`src/design/sttk_pkg.sv`:
```
// ----------------------------------------------------------------------------
// sttk_pkg
// Shared types, character codes and token kinds for the shader text tokenizer.
// ----------------------------------------------------------------------------
package sttk_pkg;

  // scan mode of the lexer front
  typedef enum logic [1:0] {
    MODE_IDLE   = 2'd0,
    MODE_NUMBER = 2'd1,
    MODE_NAME   = 2'd2,
    MODE_HALTED = 2'd3
  } mode_t;

  localparam logic [4:0] KIND_NUMBER = 5'd0;
  localparam logic [4:0] KIND_NAME   = 5'd1;
  localparam logic [4:0] KIND_SEMI   = 5'd2;
  localparam logic [4:0] KIND_LPAREN = 5'd3;
  localparam logic [4:0] KIND_RPAREN = 5'd4;
  localparam logic [4:0] KIND_LBRACE = 5'd5;
  localparam logic [4:0] KIND_RBRACE = 5'd6;
  localparam logic [4:0] KIND_ASSIGN = 5'd7;
  localparam logic [4:0] KIND_COMMA  = 5'd8;
  localparam logic [4:0] KIND_PERIOD = 5'd9;
  localparam logic [4:0] KIND_PLUS   = 5'd10;
  localparam logic [4:0] KIND_MINUS  = 5'd11;
  localparam logic [4:0] KIND_STAR   = 5'd12;
  localparam logic [4:0] KIND_SLASH  = 5'd13;
  localparam logic [4:0] KIND_LESS   = 5'd14;
  localparam logic [4:0] KIND_GREATER = 5'd15;
  localparam logic [4:0] KIND_END    = 5'd16;
  localparam logic [4:0] KIND_ERROR  = 5'd17;

  localparam logic [7:0] CH_DOT     = 8'h2E;
  localparam logic [7:0] CH_UNDER   = 8'h5F;
  localparam logic [7:0] CH_NEWLINE = 8'h0A;
  localparam logic [7:0] CH_SPACE   = 8'h20;
  localparam logic [7:0] CH_TAB     = 8'h09;
  localparam logic [7:0] CH_VTAB    = 8'h0B;
  localparam logic [7:0] CH_FFEED   = 8'h0C;
  localparam logic [7:0] CH_CR      = 8'h0D;
  localparam logic [7:0] CH_SEMI    = 8'h3B;
  localparam logic [7:0] CH_LPAREN  = 8'h28;
  localparam logic [7:0] CH_RPAREN  = 8'h29;
  localparam logic [7:0] CH_LBRACE  = 8'h7B;
  localparam logic [7:0] CH_RBRACE  = 8'h7D;
  localparam logic [7:0] CH_ASSIGN  = 8'h3D;
  localparam logic [7:0] CH_COMMA   = 8'h2C;
  localparam logic [7:0] CH_PLUS    = 8'h2B;
  localparam logic [7:0] CH_MINUS   = 8'h2D;
  localparam logic [7:0] CH_STAR    = 8'h2A;
  localparam logic [7:0] CH_SLASH   = 8'h2F;
  localparam logic [7:0] CH_LESS    = 8'h3C;
  localparam logic [7:0] CH_GREATER = 8'h3E;

  localparam int TOK_SLOTS   = 3;
  localparam int QUEUE_DEPTH = 4;
  localparam int QPTR_BITS   = 2;
  localparam int QCNT_BITS   = 3;

  typedef struct packed {
    logic [4:0]  kind;
    logic [15:0] start;
    logic [15:0] length;
    logic [15:0] line;
    logic [7:0]  bad;
  } tok_t;

  // tokens caused by one accepted byte, in delivery order
  typedef struct packed {
    logic [TOK_SLOTS-1:0] valid;
    tok_t [TOK_SLOTS-1:0] slot;
  } rec_t;

  typedef struct packed {
    logic head_valid;
    logic full;
  } qstat_t;

  function automatic logic is_punct(input logic [7:0] b);
    logic hit;
    begin
      unique case (b)
        CH_SEMI, CH_LPAREN, CH_RPAREN, CH_LBRACE, CH_RBRACE, CH_ASSIGN,
        CH_COMMA, CH_DOT, CH_PLUS, CH_MINUS, CH_STAR, CH_SLASH, CH_LESS,
        CH_GREATER: hit = 1'b1;
        default:    hit = 1'b0;
      endcase
      return hit;
    end
  endfunction

  function automatic logic [4:0] punct_kind(input logic [7:0] b);
    logic [4:0] k;
    begin
      unique case (b)
        CH_SEMI:    k = KIND_SEMI;
        CH_LPAREN:  k = KIND_LPAREN;
        CH_RPAREN:  k = KIND_RPAREN;
        CH_LBRACE:  k = KIND_LBRACE;
        CH_RBRACE:  k = KIND_RBRACE;
        CH_ASSIGN:  k = KIND_ASSIGN;
        CH_COMMA:   k = KIND_COMMA;
        CH_DOT:     k = KIND_PERIOD;
        CH_PLUS:    k = KIND_PLUS;
        CH_MINUS:   k = KIND_MINUS;
        CH_STAR:    k = KIND_STAR;
        CH_SLASH:   k = KIND_SLASH;
        CH_LESS:    k = KIND_LESS;
        CH_GREATER: k = KIND_GREATER;
        default:    k = KIND_ERROR;
      endcase
      return k;
    end
  endfunction

  function automatic logic [4:0] run_kind(input mode_t m);
    return (m == MODE_NUMBER) ? KIND_NUMBER : KIND_NAME;
  endfunction

endpackage

```
`src/design/sttk_front.sv`:
```
// ----------------------------------------------------------------------------
// sttk_front
// Byte classifier and scan state; builds the token record for each byte.
// ----------------------------------------------------------------------------
module sttk_front import sttk_pkg::*; #(
  parameter int POSITION_BITS = 16
) (
  input  logic       clk,
  input  logic       rst_n,
  input  logic       cfg_wr_en,
  input  logic       cfg_wr_data,
  input  logic       accept,
  input  logic [7:0] text_byte,
  input  logic       end_of_text,
  output rec_t       rec,
  output logic       rec_push
);

  localparam logic [POSITION_BITS-1:0] POS_MAX = '1;

  mode_t                    mode_r, mode_nxt, mode_mid;
  logic [15:0]              run_start_r, run_start_nxt, start_mid;
  logic [15:0]              run_len_r, run_len_nxt, len_mid, len_inc;
  logic [15:0]              line_r, line_nxt, line_mid;
  logic [POSITION_BITS-1:0] pos_r, pos_nxt, pos_inc;
  logic                     first_line_r, first_line_nxt;

  logic [POSITION_BITS+15:0] pos_ext, pos_inc_ext;
  logic [15:0]               pos16, pos_inc16;

  logic is_dig, is_alp, is_blank, is_nl;
  logic flush0, emit1, err1, flush_eot;

  assign is_dig   = (text_byte >= 8'h30) && (text_byte <= 8'h39);
  assign is_alp   = ((text_byte >= 8'h61) && (text_byte <= 8'h7A)) ||
                    ((text_byte >= 8'h41) && (text_byte <= 8'h5A));
  assign is_blank = (text_byte == CH_SPACE) || (text_byte == CH_TAB) ||
                    (text_byte == CH_CR) || (text_byte == CH_VTAB) ||
                    (text_byte == CH_FFEED);
  assign is_nl    = (text_byte == CH_NEWLINE);

  assign pos_inc     = (pos_r == POS_MAX) ? pos_r : pos_r + 1'b1;
  assign pos_ext     = {16'd0, pos_r};
  assign pos_inc_ext = {16'd0, pos_inc};
  assign pos16       = pos_ext[15:0];
  assign pos_inc16   = pos_inc_ext[15:0];
  assign len_inc     = (run_len_r == 16'hFFFF) ? run_len_r : run_len_r + 16'd1;

  // effect of the byte before the end marker is considered
  always_comb begin
    mode_mid  = mode_r;
    start_mid = run_start_r;
    len_mid   = run_len_r;
    line_mid  = line_r;
    flush0    = 1'b0;
    emit1     = 1'b0;
    err1      = 1'b0;
    priority if (mode_r == MODE_NUMBER && (is_dig || text_byte == CH_DOT)) begin
      len_mid = len_inc;
    end else if (mode_r == MODE_NAME && (is_alp || is_dig || text_byte == CH_UNDER)) begin
      len_mid = len_inc;
    end else if (mode_r != MODE_HALTED) begin
      flush0   = (mode_r == MODE_NUMBER) || (mode_r == MODE_NAME);
      mode_mid = MODE_IDLE;
      priority if (is_dig || is_alp) begin
        mode_mid  = is_dig ? MODE_NUMBER : MODE_NAME;
        start_mid = pos16;
        len_mid   = 16'd1;
      end else if (is_nl) begin
        line_mid = (line_r == 16'hFFFF) ? line_r : line_r + 16'd1;
      end else if (is_blank) begin
        line_mid = line_r;
      end else if (is_punct(text_byte)) begin
        emit1 = 1'b1;
      end else begin
        emit1    = 1'b1;
        err1     = 1'b1;
        mode_mid = MODE_HALTED;
      end
    end
  end

  assign flush_eot = end_of_text && ((mode_mid == MODE_NUMBER) || (mode_mid == MODE_NAME));

  // next state
  always_comb begin
    mode_nxt       = mode_r;
    run_start_nxt  = run_start_r;
    run_len_nxt    = run_len_r;
    line_nxt       = line_r;
    pos_nxt        = pos_r;
    first_line_nxt = cfg_wr_en ? cfg_wr_data : first_line_r;
    if (accept) begin
      if (end_of_text) begin
        // next text starts fresh
        mode_nxt      = MODE_IDLE;
        run_start_nxt = 16'd0;
        run_len_nxt   = 16'd0;
        pos_nxt       = '0;
        line_nxt      = {15'd0, first_line_nxt};
      end else begin
        mode_nxt      = mode_mid;
        run_start_nxt = start_mid;
        run_len_nxt   = len_mid;
        line_nxt      = line_mid;
        pos_nxt       = pos_inc;
      end
    end else if (cfg_wr_en && pos_r == '0) begin
      line_nxt = {15'd0, cfg_wr_data};
    end
  end

  // token record
  always_comb begin
    rec.valid = {end_of_text, emit1 || flush_eot, flush0};

    rec.slot[0].kind   = run_kind(mode_r);
    rec.slot[0].start  = run_start_r;
    rec.slot[0].length = run_len_r;
    rec.slot[0].line   = line_r;
    rec.slot[0].bad    = 8'd0;

    if (emit1) begin
      rec.slot[1].kind   = err1 ? KIND_ERROR : punct_kind(text_byte);
      rec.slot[1].start  = pos16;
      rec.slot[1].length = 16'd1;
      rec.slot[1].line   = line_r;
      rec.slot[1].bad    = err1 ? text_byte : 8'd0;
    end else begin
      rec.slot[1].kind   = run_kind(mode_mid);
      rec.slot[1].start  = start_mid;
      rec.slot[1].length = len_mid;
      rec.slot[1].line   = line_mid;
      rec.slot[1].bad    = 8'd0;
    end

    rec.slot[2].kind   = KIND_END;
    rec.slot[2].start  = pos_inc16;
    rec.slot[2].length = 16'd0;
    rec.slot[2].line   = line_mid;
    rec.slot[2].bad    = 8'd0;
  end

  assign rec_push = accept && (|rec.valid);

  always_ff @(posedge clk) begin
    if (!rst_n) begin
      mode_r       <= MODE_IDLE;
      run_start_r  <= 16'd0;
      run_len_r    <= 16'd0;
      line_r       <= 16'd1;
      pos_r        <= '0;
      first_line_r <= 1'b1;
    end else begin
      mode_r       <= mode_nxt;
      run_start_r  <= run_start_nxt;
      run_len_r    <= run_len_nxt;
      line_r       <= line_nxt;
      pos_r        <= pos_nxt;
      first_line_r <= first_line_nxt;
    end
  end

endmodule

```
`src/design/sttk_queue.sv`:
```
// ----------------------------------------------------------------------------
// sttk_queue
// Short record queue between the classifier and the token serializer.
// ----------------------------------------------------------------------------
module sttk_queue import sttk_pkg::*; (
  input  logic   clk,
  input  logic   rst_n,
  input  logic   push,
  input  rec_t   push_rec,
  input  logic   pop,
  output rec_t   head_rec,
  output qstat_t qstat
);

  rec_t                 mem_r [QUEUE_DEPTH];
  logic [QPTR_BITS-1:0] wr_ptr_r, wr_ptr_nxt, rd_ptr_r, rd_ptr_nxt;
  logic [QCNT_BITS-1:0] count_r, count_nxt;
  logic                 do_push, do_pop;

  assign qstat.full       = (count_r == QCNT_BITS'(QUEUE_DEPTH));
  assign qstat.head_valid = (count_r != '0);
  assign do_push          = push && !qstat.full;
  assign do_pop           = pop && qstat.head_valid;
  assign head_rec         = mem_r[rd_ptr_r];

  always_comb begin
    wr_ptr_nxt = do_push ? wr_ptr_r + 1'b1 : wr_ptr_r;
    rd_ptr_nxt = do_pop ? rd_ptr_r + 1'b1 : rd_ptr_r;
    count_nxt  = count_r;
    if (do_push && !do_pop) count_nxt = count_r + 1'b1;
    else if (do_pop && !do_push) count_nxt = count_r - 1'b1;
  end

  always_ff @(posedge clk) begin
    if (do_push) mem_r[wr_ptr_r] <= push_rec;
  end

  always_ff @(posedge clk) begin
    if (!rst_n) begin
      wr_ptr_r <= '0;
      rd_ptr_r <= '0;
      count_r  <= '0;
    end else begin
      wr_ptr_r <= wr_ptr_nxt;
      rd_ptr_r <= rd_ptr_nxt;
      count_r  <= count_nxt;
    end
  end

endmodule

```
`src/design/sttk_back.sv`:
```
// ----------------------------------------------------------------------------
// sttk_back
// Token serializer: walks each record one token per cycle into the output
// register while out_stall is low.
// ----------------------------------------------------------------------------
module sttk_back import sttk_pkg::*; (
  input  logic   clk,
  input  logic   rst_n,
  input  rec_t   head_rec,
  input  qstat_t qstat,
  output logic   pop,
  input  logic   out_stall,
  output logic   out_valid,
  output tok_t   out_tok,
  output logic   out_last
);

  logic [TOK_SLOTS-1:0] sent_r, sent_nxt, pending, pick, remaining;
  logic [1:0]           sel;
  logic                 load;
  logic                 out_valid_r, out_valid_nxt;
  tok_t                 out_tok_r;
  logic                 out_last_r;

  assign pending = head_rec.valid & ~sent_r;

  always_comb begin
    priority if (pending[0]) sel = 2'd0;
    else if (pending[1]) sel = 2'd1;
    else sel = 2'd2;
  end

  assign pick      = TOK_SLOTS'(1) << sel;
  assign remaining = pending & ~pick;
  assign load      = qstat.head_valid && (!out_valid_r || !out_stall);
  assign pop       = load && (remaining == '0);

  always_comb begin
    sent_nxt = sent_r;
    if (load) sent_nxt = pop ? '0 : (sent_r | pick);
    out_valid_nxt = load || (out_valid_r && out_stall);
  end

  always_ff @(posedge clk) begin
    if (load) begin
      out_tok_r  <= head_rec.slot[sel];
      out_last_r <= (remaining == '0);
    end
  end

  always_ff @(posedge clk) begin
    if (!rst_n) begin
      sent_r      <= '0;
      out_valid_r <= 1'b0;
    end else begin
      sent_r      <= sent_nxt;
      out_valid_r <= out_valid_nxt;
    end
  end

  assign out_valid = out_valid_r;
  assign out_tok   = out_tok_r;
  assign out_last  = out_last_r;

endmodule

```
`src/design/shader_text_tokenizer.sv`:
```
// ----------------------------------------------------------------------------
// shader_text_tokenizer
// Byte-serial lexer for shader source text, one byte in, tokens out.
// ----------------------------------------------------------------------------
// Usage:
//   Source bytes enter on the in_ channel with in_end_of_text marking the
//   final byte of a text. Tokens leave on the out_ channel as kind, start
//   offset, length, line and offending byte; out_last_of_run flags the last
//   token that a byte caused. Bytes that cause no token (blanks or newlines
//   outside runs, run continuations, bytes after an error) give no output.
//   cfg_wr_en/cfg_wr_data set the line number of the first line; it takes
//   effect on the line counter only before the first byte of a text.
// Timing:
//   A byte is taken every cycle while the four-record queue has room. The
//   first token of a byte passes through the record queue and the output
//   register. The serializer sends one token per cycle while out_stall is
//   low, so a byte that causes two or three tokens holds the output for each
//   in turn; the queue absorbs these bursts and in_stall rises only when full.
// Reset (rst_n low, synchronous) empties the queue, drops out_valid and
//   starts a new text at offset 0 with first line number 1.
// While out_stall is high the token on the output holds; bytes keep being
//   accepted until the queue fills.
// ----------------------------------------------------------------------------
module shader_text_tokenizer import sttk_pkg::*; #(
  parameter int POSITION_BITS = 16
) (
  input  logic        clk,
  input  logic        rst_n,
  input  logic        cfg_wr_en,
  input  logic        cfg_wr_data,
  input  logic        in_valid,
  output logic        in_stall,
  input  logic [7:0]  in_text_byte,
  input  logic        in_end_of_text,
  output logic        out_valid,
  input  logic        out_stall,
  output logic [4:0]  out_token_kind,
  output logic [15:0] out_token_start,
  output logic [15:0] out_token_length,
  output logic [15:0] out_line_number,
  output logic [7:0]  out_bad_byte,
  output logic        out_last_of_run
);

  rec_t   push_rec, head_rec;
  qstat_t qstat;
  logic   accept, push, pop;
  tok_t   out_tok;

  assign in_stall = qstat.full;
  assign accept   = in_valid && !in_stall;

  sttk_front #(
    .POSITION_BITS(POSITION_BITS)
  ) u_front (
    .clk        (clk),
    .rst_n      (rst_n),
    .cfg_wr_en  (cfg_wr_en),
    .cfg_wr_data(cfg_wr_data),
    .accept     (accept),
    .text_byte  (in_text_byte),
    .end_of_text(in_end_of_text),
    .rec        (push_rec),
    .rec_push   (push)
  );

  sttk_queue u_queue (
    .clk     (clk),
    .rst_n   (rst_n),
    .push    (push),
    .push_rec(push_rec),
    .pop     (pop),
    .head_rec(head_rec),
    .qstat   (qstat)
  );

  sttk_back u_back (
    .clk      (clk),
    .rst_n    (rst_n),
    .head_rec (head_rec),
    .qstat    (qstat),
    .pop      (pop),
    .out_stall(out_stall),
    .out_valid(out_valid),
    .out_tok  (out_tok),
    .out_last (out_last_of_run)
  );

  assign out_token_kind   = out_tok.kind;
  assign out_token_start  = out_tok.start;
  assign out_token_length = out_tok.length;
  assign out_line_number  = out_tok.line;
  assign out_bad_byte     = out_tok.bad;

endmodule

```
`config.mk`:
```
export PLATFORM = sky130hd
export DESIGN_NAME = shader_text_tokenizer
export DESIGN_NICKNAME = d
export VERILOG_FILES = /design/src/design/sttk_pkg.sv /design/src/design/sttk_front.sv /design/src/design/sttk_queue.sv /design/src/design/sttk_back.sv /design/src/design/shader_text_tokenizer.sv
export SDC_FILE = /design/constraint.sdc
export NUM_CORES = 1
export LEC_CHECK = 0
export ABC_CLOCK_PERIOD_IN_PS = 6900
export BUFFER_PORTS_ARGS = -buffer_cell sky130_fd_sc_hd__buf_2
export CORE_ASPECT_RATIO = 1.4
export CORE_MARGIN = 2
export CORE_UTILIZATION = 50
export DETAILED_ROUTE_END_ITERATION = 10
export GPL_TIMING_DRIVEN = 0
export PLACE_DENSITY = 0.66
export SYNTH_ARGS = -nofsm -noshare
export SYNTH_HDL_FRONTEND = slang
export SYNTH_SLANG_ARGS = --single-unit
```
`constraint.sdc`:
```
create_clock -name clk -period 6.9 [get_ports clk]
set_input_delay 0.345 -clock clk [delete_from_list [all_inputs] [get_ports clk]]
set_output_delay 0.345 -clock clk [all_outputs]
set_load 0.05 [all_outputs]
```
==> flow_summary.yaml, run 1 <==
global_route:
  global_route.overflow_total: 0
  grt_pass1_vias: 16900
  grt_max_degree: 57
  grt_first_pass_wirelength_um: 106000
  grt_antenna_before_repair: 1
  grt_use_total_pct: 23.4
power_and_ir_drop:
  power.ir.vdd_worst_v: 0.000237
  share_seq_of_total_power_pct: 43.3
  total_power_w: 0.0134
  clockPowerShare_pct: 29.8
  power_switching_share_pct: 31.9
  pwr_cell_area_nw_per_um2: 401
  netSwitchingPower_w: 0.00427
  internal_power_w: 0.00914
  leakagePower_nw: 11.1
  power_frac_comb_pct: 26.9
worst_setup_path:
  startpoint_kind_of_the_worst_setup_timing_path: "register"
  worstPathRequired_ns: 7.19
  worst_r2r_endpoint: "u_queue.mem_r[3][52]"
  r2r_setup_slack_ns: 2.63
  worst_path_max_delay_cell: "sky130_fd_sc_hd__nor2_1"
  critPathCaptureType: "register"
  critical_path.reg2reg.startpoint: "u_front.mode_r[0]"
  worstSetupPathType: "register to register"
  worst-r2r-cell-count: 10
  timing.critical_path.cells: "inv_1 > ha_1 > and4b_1 > a211o_1 > nor2_1 > o31a_1 > and2_4 > buf_16 > buf_16 > buf_16"
  critical_path_peak_fanout: 40
  cp_common_cell: "sky130_fd_sc_hd__buf_16"
  critical_path_arrival_ns: 4.55
  slowest_delay_ns: 0.70
clocking:
  ctsRootBufferMaster: "sky130_fd_sc_hd__clkbuf_16"
  clock_tree_from_tritoncts: "built"
  clock_latency_ns: 0.62
  ctsHtreeMaxLevel: 3
  cts-root-to-sink-buffers: 3
  cts.reportedPaths.clkPinSlew_ns: 0.07
  inserted_clock_buffers: 70
  clock_sink_count: 722
synthesis:
  dominantRegCellSynth: "sky130_fd_sc_hd__edfxtp_1"
  synth-edff-count: 642
  synthesis.area_per_instance_um2: 16.5
  synth.top_cells.by_count: "642 x sky130_fd_sc_hd__edfxtp_1, 131 x sky130_fd_sc_hd__mux4_2, 118 x sky130_fd_sc_hd__nand2_1"
  ys_top_cells_by_area: "sky130_fd_sc_hd__edfxtp_1 65%, sky130_fd_sc_hd__mux4_2 10%, sky130_fd_sc_hd__dfxtp_1 5.4%"
  mappedNetlistNets: 1817
  synth_seq_cells: 722
  synthMostInstantiatedCell: "sky130_fd_sc_hd__edfxtp_1"
  synth_seq_area_share_pct: 70.9
  synth_area_leader_cell: "sky130_fd_sc_hd__edfxtp_1"
  ys_async_sr_fraction_pct: 0
  synth.yosys.warnings: 0
  netlist.area_leader.share_pct: 65.5
  syn-cell-area_um2: 29400
  synth.lib_cells_used.distinct: 75
  synthesis.instances: 1788
timing:
  final-max-slew-violation-count: 0
  period_minus_ws_final_ns: 4.27
  finalSetupViolations: 0
  timing.clock.skew_ns: 0.0233
  final_hold_viol_count: 0
  fin_setup_tns_ns: 0
  unrepaired_setup_endpoints_after_global_routing: "false"
  period_share_pct: 61.8
  worst_hold_slack_after_final_layout_ns: 0.0493
  slew-limit-headroom_pct: 6.24
  tightest_slew_ns: 1.39
  fmaxAchievable_mhz: 234
final_layout:
  final_core_utilization_pct: 57.3
  syn2layout_area_growth_pct: 13.8
  final_net_count: 1975
  layout.filler_cells: 4419
  num_antenna_cells: 0
  final_layout_size_suffix_gt1_share_pct: 19.4
  post_layout_nonfiller_instances: 2751
routing:
  antenna_violating_nets_post_route: 0
  drt-initial-drc-count: 1332
  routedWlPerCell_um: 25.7
  total_vias_in_the_final_route: 16700
  drt_wl_total_um: 70600
  drt_drc_violations_left: 0
  drt_pre_antenna_iters: 6
  avgViaCountPerCell: 6.07
hold_path:
  min_delay_worst_endpoint: "u_front.first_line_r"
  holdPathStages: 3
  startpoint_of_the_most_critical_hold_path: "cfg_wr_data"
  min_path_type: "input pin to register"
die:
  fp.dieArea_um2: 60900
  std_cell_rows: 105
  start_util_pct: 50.3
  die_w_um: 209
  boundaryPins: 79
  die_height_um: 291
  floorplan.core_area_um2: 58500
run_status:
  outcome: "complete, no violations"
flow_run:
  cap_viol_max_count: 0
place:
  dp.final_hpwl_um: 45800
  weighted_congestion_reported_at_the_end_of_routability_driven_placement: 0.916
  place_inst: 2621
  portBuffers: 71
==> cell families (layout without fill, tap and decap cells) <==
logic type | after synthesis | count (layout) | synth area share [%]
fa+ha+maj | 15 | 15 | 0.655
mux | 192 | 192 | 12.2
flops | 722 | 722 | 70.9
buf+inv | 143 | 357 | 1.96
compound gates | 304 | 304 | 6.72
simple gates | 373 | 373 | 6.37
xor+xnor | 39 | 39 | 1.16
==> worst max-delay path by stage <==
stage	startpoint	endpoint	slack, ns
5_1_grt	u_front.mode_r[0]	u_queue.mem_r[3][115]	2.47
3_5_place_dp	in_text_byte[5]	u_queue.mem_r[3][53]	2.32
3_3_place_gp	in_text_byte[5]	u_queue.mem_r[2][19]	-2.50
6_report	u_front.mode_r[0]	u_queue.mem_r[3][52]	2.63
4_1_cts	u_front.mode_r[0]	u_queue.mem_r[3][28]	2.64
2_1_floorplan	in_text_byte[1]	u_queue.mem_r[0][0]	1.05
==> stage by stage <==
stage | setup slack, ns | instance area [µm²]
final | 2.63 | 33500
after CTS | 2.64 | 33500
after global placement | -2.50 | 30700
after detailed placement | 2.32 | 31100
after floorplan | 1.05 | 29400
after global routing | 2.47 | 33500
==> layer usage <==
layer | global-route usage, % | up-vias | part of all wire (%)
met5 | 0 | - | 0.023
met4 | 10.1 | 2 | 3.8
met2 | 41.1 | 567 | 52
met3 | 3.43 | 135 | 5.6
li1 | - | 7433 | -
met1 | 28.8 | 8573 | 38
==> critical path: cells and delay by family, from the launching register on <==
family | cells | cell delay, ns
simple gates | 3 | 1.49
compound gates | 2 | 0.73
buf+inv | 4 | 0.92
flops | 1 | 0.44
fa+ha+maj | 1 | 0.25
==> flip-flops by register name, indices dropped and copies added (netlist names), named ones only <==
signal,count
u_queue.rd_ptr_r,2
u_queue.mem_r,580
u_front.first_line_r,1
u_front.mode_r,2
u_front.run_start_r,16
u_front.run_len_r,16
u_back.out_last,1
u_back.out_valid,1
u_back.out_tok,61
u_front.pos16,16
u_back.sent_r,3
u_queue.count_r,3
u_front.line_r,16
u_queue.wr_ptr_r,2
==> cell type report <==
cell class	count	area, µm²	area share (%)
inverter	24	90.1	0.269
tap	749	937	2.80
multi-input combinational	923	8000	23.9
sequential	722	20900	62.3
timing repair buffer	86	688	2.05
buffer	119	485	1.45
clock buffer	94	2050	6.12
clock inverter	34	364	1.09
==> power groups by stage <==
stage | combinational (W) | sequential [W] | clock (W)
6_report | 0.00361 | 0.00581 | 0.00399
5_1_grt | 0.00384 | 0.00587 | 0.00420
4_1_cts | 0.00368 | 0.00582 | 0.00405
3_5_place_dp | 0.00366 | 0.00590 | 0
3_3_place_gp | 0.00353 | 0.00607 | 0
2_1_floorplan | 0.00177 | 0.00666 | 0
==> timing repair <==
| item | CTS | global route |
|---|---|---|
| buffers inserted | 0 | 0 |
| gates resized for setup | 0 | 0 |
| hold buffers | 2 | 0 |
| hold endpoints to repair | 5 | 0 |
==> placed cells by master, fill, tap and decap left out, types with 39 or more instances in the layout <==
cell,netlist,final
sky130_fd_sc_hd__a21oi_1,63,62
sky130_fd_sc_hd__mux4_2,131,131
sky130_fd_sc_hd__buf_2,18,89
sky130_fd_sc_hd__nand2_1,118,118
sky130_fd_sc_hd__clkbuf_16,0,75
sky130_fd_sc_hd__nor2_1,68,68
sky130_fd_sc_hd__dfxtp_1,80,80
sky130_fd_sc_hd__nand3_1,39,39
sky130_fd_sc_hd__clkbuf_1,80,89
sky130_fd_sc_hd__edfxtp_1,642,642
sky130_fd_sc_hd__o21ai_0,75,75
No activity file was read; power rests on OpenSTA's default activity.
==> inputs of run 2 (changes only) <==
ABC_CLOCK_PERIOD_IN_PS = 3780   (was 6900)
PLACE_DENSITY = 0.69   (was 0.66)
clock period = 3.78 ns   (was 6.9 ns; I/O delays follow)
==> flow_summary.yaml, run 2 (same netlist as run 1, synthesis figures left out) <==
global_route:
  grt_first_pass_wirelength_um: 105000
  grt_pass1_vias: 17200
  global_route.overflow_total: 0
  grt_max_degree: 52
  grt_antenna_before_repair: 2
  grt_use_total_pct: 23.2
place:
  weighted_congestion_reported_at_the_end_of_routability_driven_placement: 0.915
  place_inst: 2622
  post-place-ws_ns: -0.329
  portBuffers: 71
  dp.final_hpwl_um: 46000
final_layout:
  registers.top_by_ff_count: "u_queue.mem_r"
  largest_register_ffs: 580
  final_net_count: 1977
  syn2layout_area_growth_pct: 13.1
  final_layout_size_suffix_gt1_share_pct: 19.0
  layout.filler_cells: 4519
  post_layout_nonfiller_instances: 2754
  commonest_non_fill_non_tap_cell_in_the_layout: "sky130_fd_sc_hd__edfxtp_1"
  layout_common_cells: "642 x sky130_fd_sc_hd__edfxtp_1, 131 x sky130_fd_sc_hd__mux4_2, 118 x sky130_fd_sc_hd__nand2_1"
hold_path:
  startpoint_of_the_most_critical_hold_path: "in_text_byte[7]"
  holdPathStages: 2
  min_path_type: "input pin to register"
  min_delay_worst_endpoint: "u_queue.mem_r[1][56]"
routing:
  drt_pre_antenna_iters: 5
  avgViaCountPerCell: 6.12
  total_vias_in_the_final_route: 16900
  antenna_violating_nets_post_route: 0
  drt-initial-drc-count: 1561
  top_signal_layer_used: "met5"
  met1Wirelength_um: 26300
  route.met3.wl_um: 3760
  drt_wl_total_um: 70200
  wl_met2_um: 37000
  routedWlPerCell_um: 25.5
  drt_drc_violations_left: 0
clocking:
  inserted_clock_buffers: 68
  clock_sink_count: 722
  clock_tree_from_tritoncts: "built"
  cts_setup_buffers: 0
  cts.reportedPaths.clkPinSlew_ns: 0.07
  clock_latency_ns: 0.62
  ctsHtreeMaxLevel: 3
  ctsRootBufferMaster: "sky130_fd_sc_hd__clkbuf_16"
  cts-root-to-sink-buffers: 3
worst_setup_path:
  slowest_delay_ns: 0.44
  startpoint_kind_of_the_worst_setup_timing_path: "register"
  worstSetupPathType: "register to register"
  cpLargestDelayFamily: "compound AO/OA/AOI/OAI gates"
  critPathCaptureType: "register"
  worst_path_max_delay_cell: "sky130_fd_sc_hd__dfxtp_1"
  critical_path_peak_fanout: 8
  worst-r2r-cell-count: 12
  r2r_setup_slack_ns: 0.18
  worst_r2r_endpoint: "u_queue.count_r[2]"
  critical_path_arrival_ns: 4.14
  timing.critical_path.cells: "inv_1 > ha_1 > and4b_1 > a211o_1 > nor2_4 > o31a_1 > ha_1 > inv_1 > fa_1 > xor2_1 > or3_1 > a21oi_1"
  worstPathRequired_ns: 4.32
  critical_path.reg2reg.startpoint: "u_front.mode_r[0]"
  cp.buffers_inverters: 2
die:
  start_util_pct: 50.3
  std_cell_rows: 105
  die_height_um: 291
  die_w_um: 209
  floorplan.core_area_um2: 58500
  boundaryPins: 79
  fp.dieArea_um2: 60900
power_and_ir_drop:
  power.ir.vdd_worst_v: 0.000584
  pwr_cell_area_nw_per_um2: 714
  leakagePower_nw: 11.0
flow_run:
  cap_viol_max_count: 0
timing:
  final.setup.worst_slack_ns: 0.177
  slew-limit-headroom_pct: 17.8
  fin_setup_tns_ns: 0
  period_minus_ws_final_ns: 3.60
  timing.clock.skew_ns: 0.0206
  unrepaired_setup_endpoints_after_global_routing: "false"
  final-max-slew-violation-count: 0
  period_share_pct: 95.3
  final_hold_viol_count: 0
  tightest_slew_ns: 1.23
  finalSetupViolations: 0
  fmaxAchievable_mhz: 278
run_status:
  outcome: "complete, no violations"
-- run 2: cell types whose count changed in the layout (fill, tap and decap cells not counted), sizes merged --
cell / previous run / this run
clkbuf: 175 / 168
clkinv: 24 / 30
clkinvlp: 1 / 2
inv: 26 / 29
and2: 22 / 23
buf: 122 / 123
diode: 0 / 1
bufinv: 7 / 2
dlygate4sd3: 2 / 4
-- run 2: repair_timing --
item                                    CTS  global route
gates resized for setup                   1             2
pin swaps                                 0             3
endpoints found under the setup margin  137            99
gates cloned                              0             1
hold buffers                              4             0
hold endpoints to repair                  6             0
-- run 2: stage by stage --
stage	hold WS, ns	util, %	area [µm²]	total power, W
floorplan	0.288	-	29500	0.0153
global placement	0.446	52.6	30700	0.0173
detailed placement	0.453	53.2	31100	0.0175
CTS	0.108	56.9	33300	0.0240
global route	0.145	56.9	33300	0.0247
finish	0.134	56.9	33300	0.0238
-- run 2: area by class of cell --
| cell class | instances | area [µm²] | share of cell area, % |
|---|---|---|---|
| inverter | 24 | 90.1 | 0.271 |
| sequential | 722 | 20900 | 62.7 |
| antenna | 1 | 2.50 | 0.00752 |
| buffer | 119 | 485 | 1.46 |
| timing repair buffer | 89 | 751 | 2.26 |
| clock buffer | 87 | 1860 | 5.58 |
| tap | 749 | 937 | 2.82 |
| multi-input combinational | 924 | 8020 | 24.1 |
| clock inverter | 39 | 258 | 0.774 |
-- run 2: how the worst max path moves through the flow --
stage | from | to | cells past startpoint
floorplan | in_text_byte[1] | u_queue.mem_r[0][0] | 8
finish | u_front.mode_r[0] | u_queue.count_r[2] | 12
global route | register | u_queue.count_r[2] | 12
global placement | in_text_byte[5] | u_queue.mem_r[2][67] | 8
CTS | u_front.mode_r[0] | u_queue.mem_r[1][41] | 9
detailed placement | in_text_byte[5] | u_queue.mem_r[1][133] | 10
-- run 2: where the power goes --
| group | internal [W] | switching, W | total, W |
|---|---|---|---|
| sequential | 0.0103 | 0.000314 | 0.0106 |
| clock | 0.00363 | 0.00290 | 0.00653 |
| combinational | 0.00212 | 0.00452 | 0.00663 |
| total | 0.0160 | 0.00773 | 0.0238 |
-- run 2: per-layer routing --
layer  GRT usage (%)  up-vias
met3            2.81      160
met1            27.7     8637
met4            11.2        4
met5               0        -
li1                -     7432
met2            41.7      623
==> inputs of run 3 (changes only) <==
SETUP_SLACK_MARGIN = 0.2   (was default)
==> flow_summary.yaml, run 3 (same netlist as run 1, synthesis figures left out) <==
final_layout:
  largest_register_ffs: 580
  registers.top_by_ff_count: "u_queue.mem_r"
  commonest_non_fill_non_tap_cell_in_the_layout: "sky130_fd_sc_hd__edfxtp_1"
  final_net_count: 1987
  layout_common_cells: "642 x sky130_fd_sc_hd__edfxtp_1, 131 x sky130_fd_sc_hd__mux4_2, 118 x sky130_fd_sc_hd__nand2_1"
  final_layout_size_suffix_gt1_share_pct: 19.6
  syn2layout_area_growth_pct: 13.3
power_and_ir_drop:
  power_frac_comb_pct: 28.1
  leakagePower_nw: 11.0
  total_power_w: 0.0238
  share_seq_of_total_power_pct: 44.5
  clockPowerShare_pct: 27.4
  pwr_cell_area_nw_per_um2: 714
  netSwitchingPower_w: 0.00776
  power_switching_share_pct: 32.6
  power.ir.vdd_worst_v: 0.000582
  internal_power_w: 0.0161
clocking:
  clock_latency_ns: 0.62
  cts-root-to-sink-buffers: 3
  ctsRootBufferMaster: "sky130_fd_sc_hd__clkbuf_16"
  clock_sink_count: 722
  cts.reportedPaths.clkPinSlew_ns: 0.06
  inserted_clock_buffers: 68
  ctsHtreeMaxLevel: 3
  clock_tree_from_tritoncts: "built"
global_route:
  grt_antenna_before_repair: 2
  grt_use_total_pct: 23.3
  grt_pass1_vias: 17200
  grt_first_pass_wirelength_um: 105000
  global_route.overflow_total: 0
  grt_max_degree: 52
worst_setup_path:
  critPathCaptureType: "register"
  worstPathRequired_ns: 4.32
  critical_path_arrival_ns: 4.13
  startpoint_kind_of_the_worst_setup_timing_path: "register"
  r2r_setup_slack_ns: 0.18
  critical_path.reg2reg.startpoint: "u_front.mode_r[0]"
  worst_r2r_endpoint: "u_queue.count_r[2]"
  worstSetupPathType: "register to register"
  worst-r2r-cell-count: 12
  critical_path_peak_fanout: 9
hold_path:
  holdPathStages: 2
  min_delay_worst_endpoint: "u_queue.mem_r[1][56]"
  startpoint_of_the_most_critical_hold_path: "in_text_byte[7]"
  min_path_type: "input pin to register"
timing:
  final-max-slew-violation-count: 0
  final_hold_viol_count: 0
  final.setup.worst_slack_ns: 0.183
  tightest_slew_ns: 1.22
  period_minus_ws_final_ns: 3.60
  timing.clock.skew_ns: 0.0196
  finalSetupViolations: 0
  unrepaired_setup_endpoints_after_global_routing: "false"
  period_share_pct: 95.2
  fmaxAchievable_mhz: 278
  slew-limit-headroom_pct: 18.6
place:
  dp.final_hpwl_um: 46000
  portBuffers: 71
  post-place-ws_ns: -0.329
  weighted_congestion_reported_at_the_end_of_routability_driven_placement: 0.915
die:
  boundaryPins: 79
  fp.dieArea_um2: 60900
  start_util_pct: 50.3
  std_cell_rows: 105
  die_height_um: 291
  die_w_um: 209
  floorplan.core_area_um2: 58500
routing:
  drt_drc_violations_left: 0
  antenna_violating_nets_post_route: 0
  routedWlPerCell_um: 25.6
  drt_wl_total_um: 70700
  drt-initial-drc-count: 1497
  total_vias_in_the_final_route: 16900
  drt_pre_antenna_iters: 6
  avgViaCountPerCell: 6.13
run_status:
  outcome: "complete, no violations"
flow_run:
  cap_viol_max_count: 0
-- run 3: cell count changes in the layout (fill, tap and decap cells not counted) --
cell / delta
sky130_fd_sc_hd__buf_1: -1
sky130_fd_sc_hd__nor3_2: +1
sky130_fd_sc_hd__clkbuf_1: -1
sky130_fd_sc_hd__clkbuf_2: +2
sky130_fd_sc_hd__and2_2: +2
sky130_fd_sc_hd__buf_4: +8
sky130_fd_sc_hd__nor3_1: -1
-- run 3: repair_timing --
action	in CTS	in global routing
endpoints found under the setup margin	315	146
hold endpoints to repair	6	0
pin swaps	4	5
resized for setup	4	3
buffers inserted	1	7
gates cloned	1	2
hold buffers	4	0
-- run 3: power by group through the flow --
stage               Sequential, W  Clock (W)  Combinational, W
detailed placement         0.0108          0           0.00668
global route               0.0107    0.00692           0.00711
global placement           0.0109          0           0.00640
finish                     0.0106    0.00652           0.00670
CTS                        0.0106    0.00663           0.00674
floorplan                  0.0120          0           0.00323
-- run 3: through the flow --
stage          hold WS (ns)  util, %  cells  instance area [µm²]  TNS [ns]
3_5_place_dp          0.453     53.2   2622                31100    -40.12
4_1_cts               0.108     56.9   2754                33300         0
2_1_floorplan         0.288        -   1788                29500   -165.84
6_report              0.137     57.1   2764                33400         0
3_3_place_gp          0.446     52.6   2608                30700  -1393.91
5_1_grt               0.146     57.1   2763                33400         0
-- run 3: layout make-up --
| class | count | area (µm²) |
|---|---|---|
| Inverter | 24 | 90.1 |
| Clock inverter | 39 | 258 |
| Tap cell | 749 | 937 |
| Multi-Input combinational cell | 926 | 8040 |
| Antenna cell | 1 | 2.50 |
| Sequential cell | 722 | 20900 |
| Clock buffer | 87 | 1860 |
| Timing Repair Buffer | 97 | 811 |
| Fill cell | 4504 | 25100 |
| Buffer | 119 | 488 |
-- run 3: worst max-delay path, cell delays in order (launching register included) --
cell and delay (ns):
sky130_fd_sc_hd__dfxtp_1 0.44, sky130_fd_sc_hd__inv_1 0.07, sky130_fd_sc_hd__ha_1 0.26, sky130_fd_sc_hd__and4b_1 0.23
sky130_fd_sc_hd__a21o_1 0.33, sky130_fd_sc_hd__nor3_4 0.43, sky130_fd_sc_hd__o31a_1 0.30, sky130_fd_sc_hd__ha_1 0.26
sky130_fd_sc_hd__inv_1 0.08, sky130_fd_sc_hd__fa_1 0.37, sky130_fd_sc_hd__xor2_1 0.21, sky130_fd_sc_hd__or3_1 0.37
sky130_fd_sc_hd__a21oi_1 0.17
-- run 3: worst max path at each step --
stage	endpoint	startpoint	depth (start not counted)	slack, ns
5_1_grt	u_queue.count_r[2]	u_front.mode_r[0]	12	0.10
3_5_place_dp	u_queue.mem_r[1][133]	in_text_byte[5]	10	-0.33
2_1_floorplan	u_queue.mem_r[0][0]	in_text_byte[1]	8	-0.29
4_1_cts	u_queue.mem_r[0][98]	u_front.mode_r[0]	9	0.25
6_report	u_queue.count_r[2]	u_front.mode_r[0]	12	0.18
3_3_place_gp	u_queue.mem_r[2][67]	in_text_byte[5]	8	-2.44
-- run 3: routing by layer --
layer / wire length [µm] / track usage, %
met1: 26000 / 27.6
met2: 37300 / 41.7
met3: 3940 / 2.92
met4: 3550 / 11.8
met5: 26 / 0
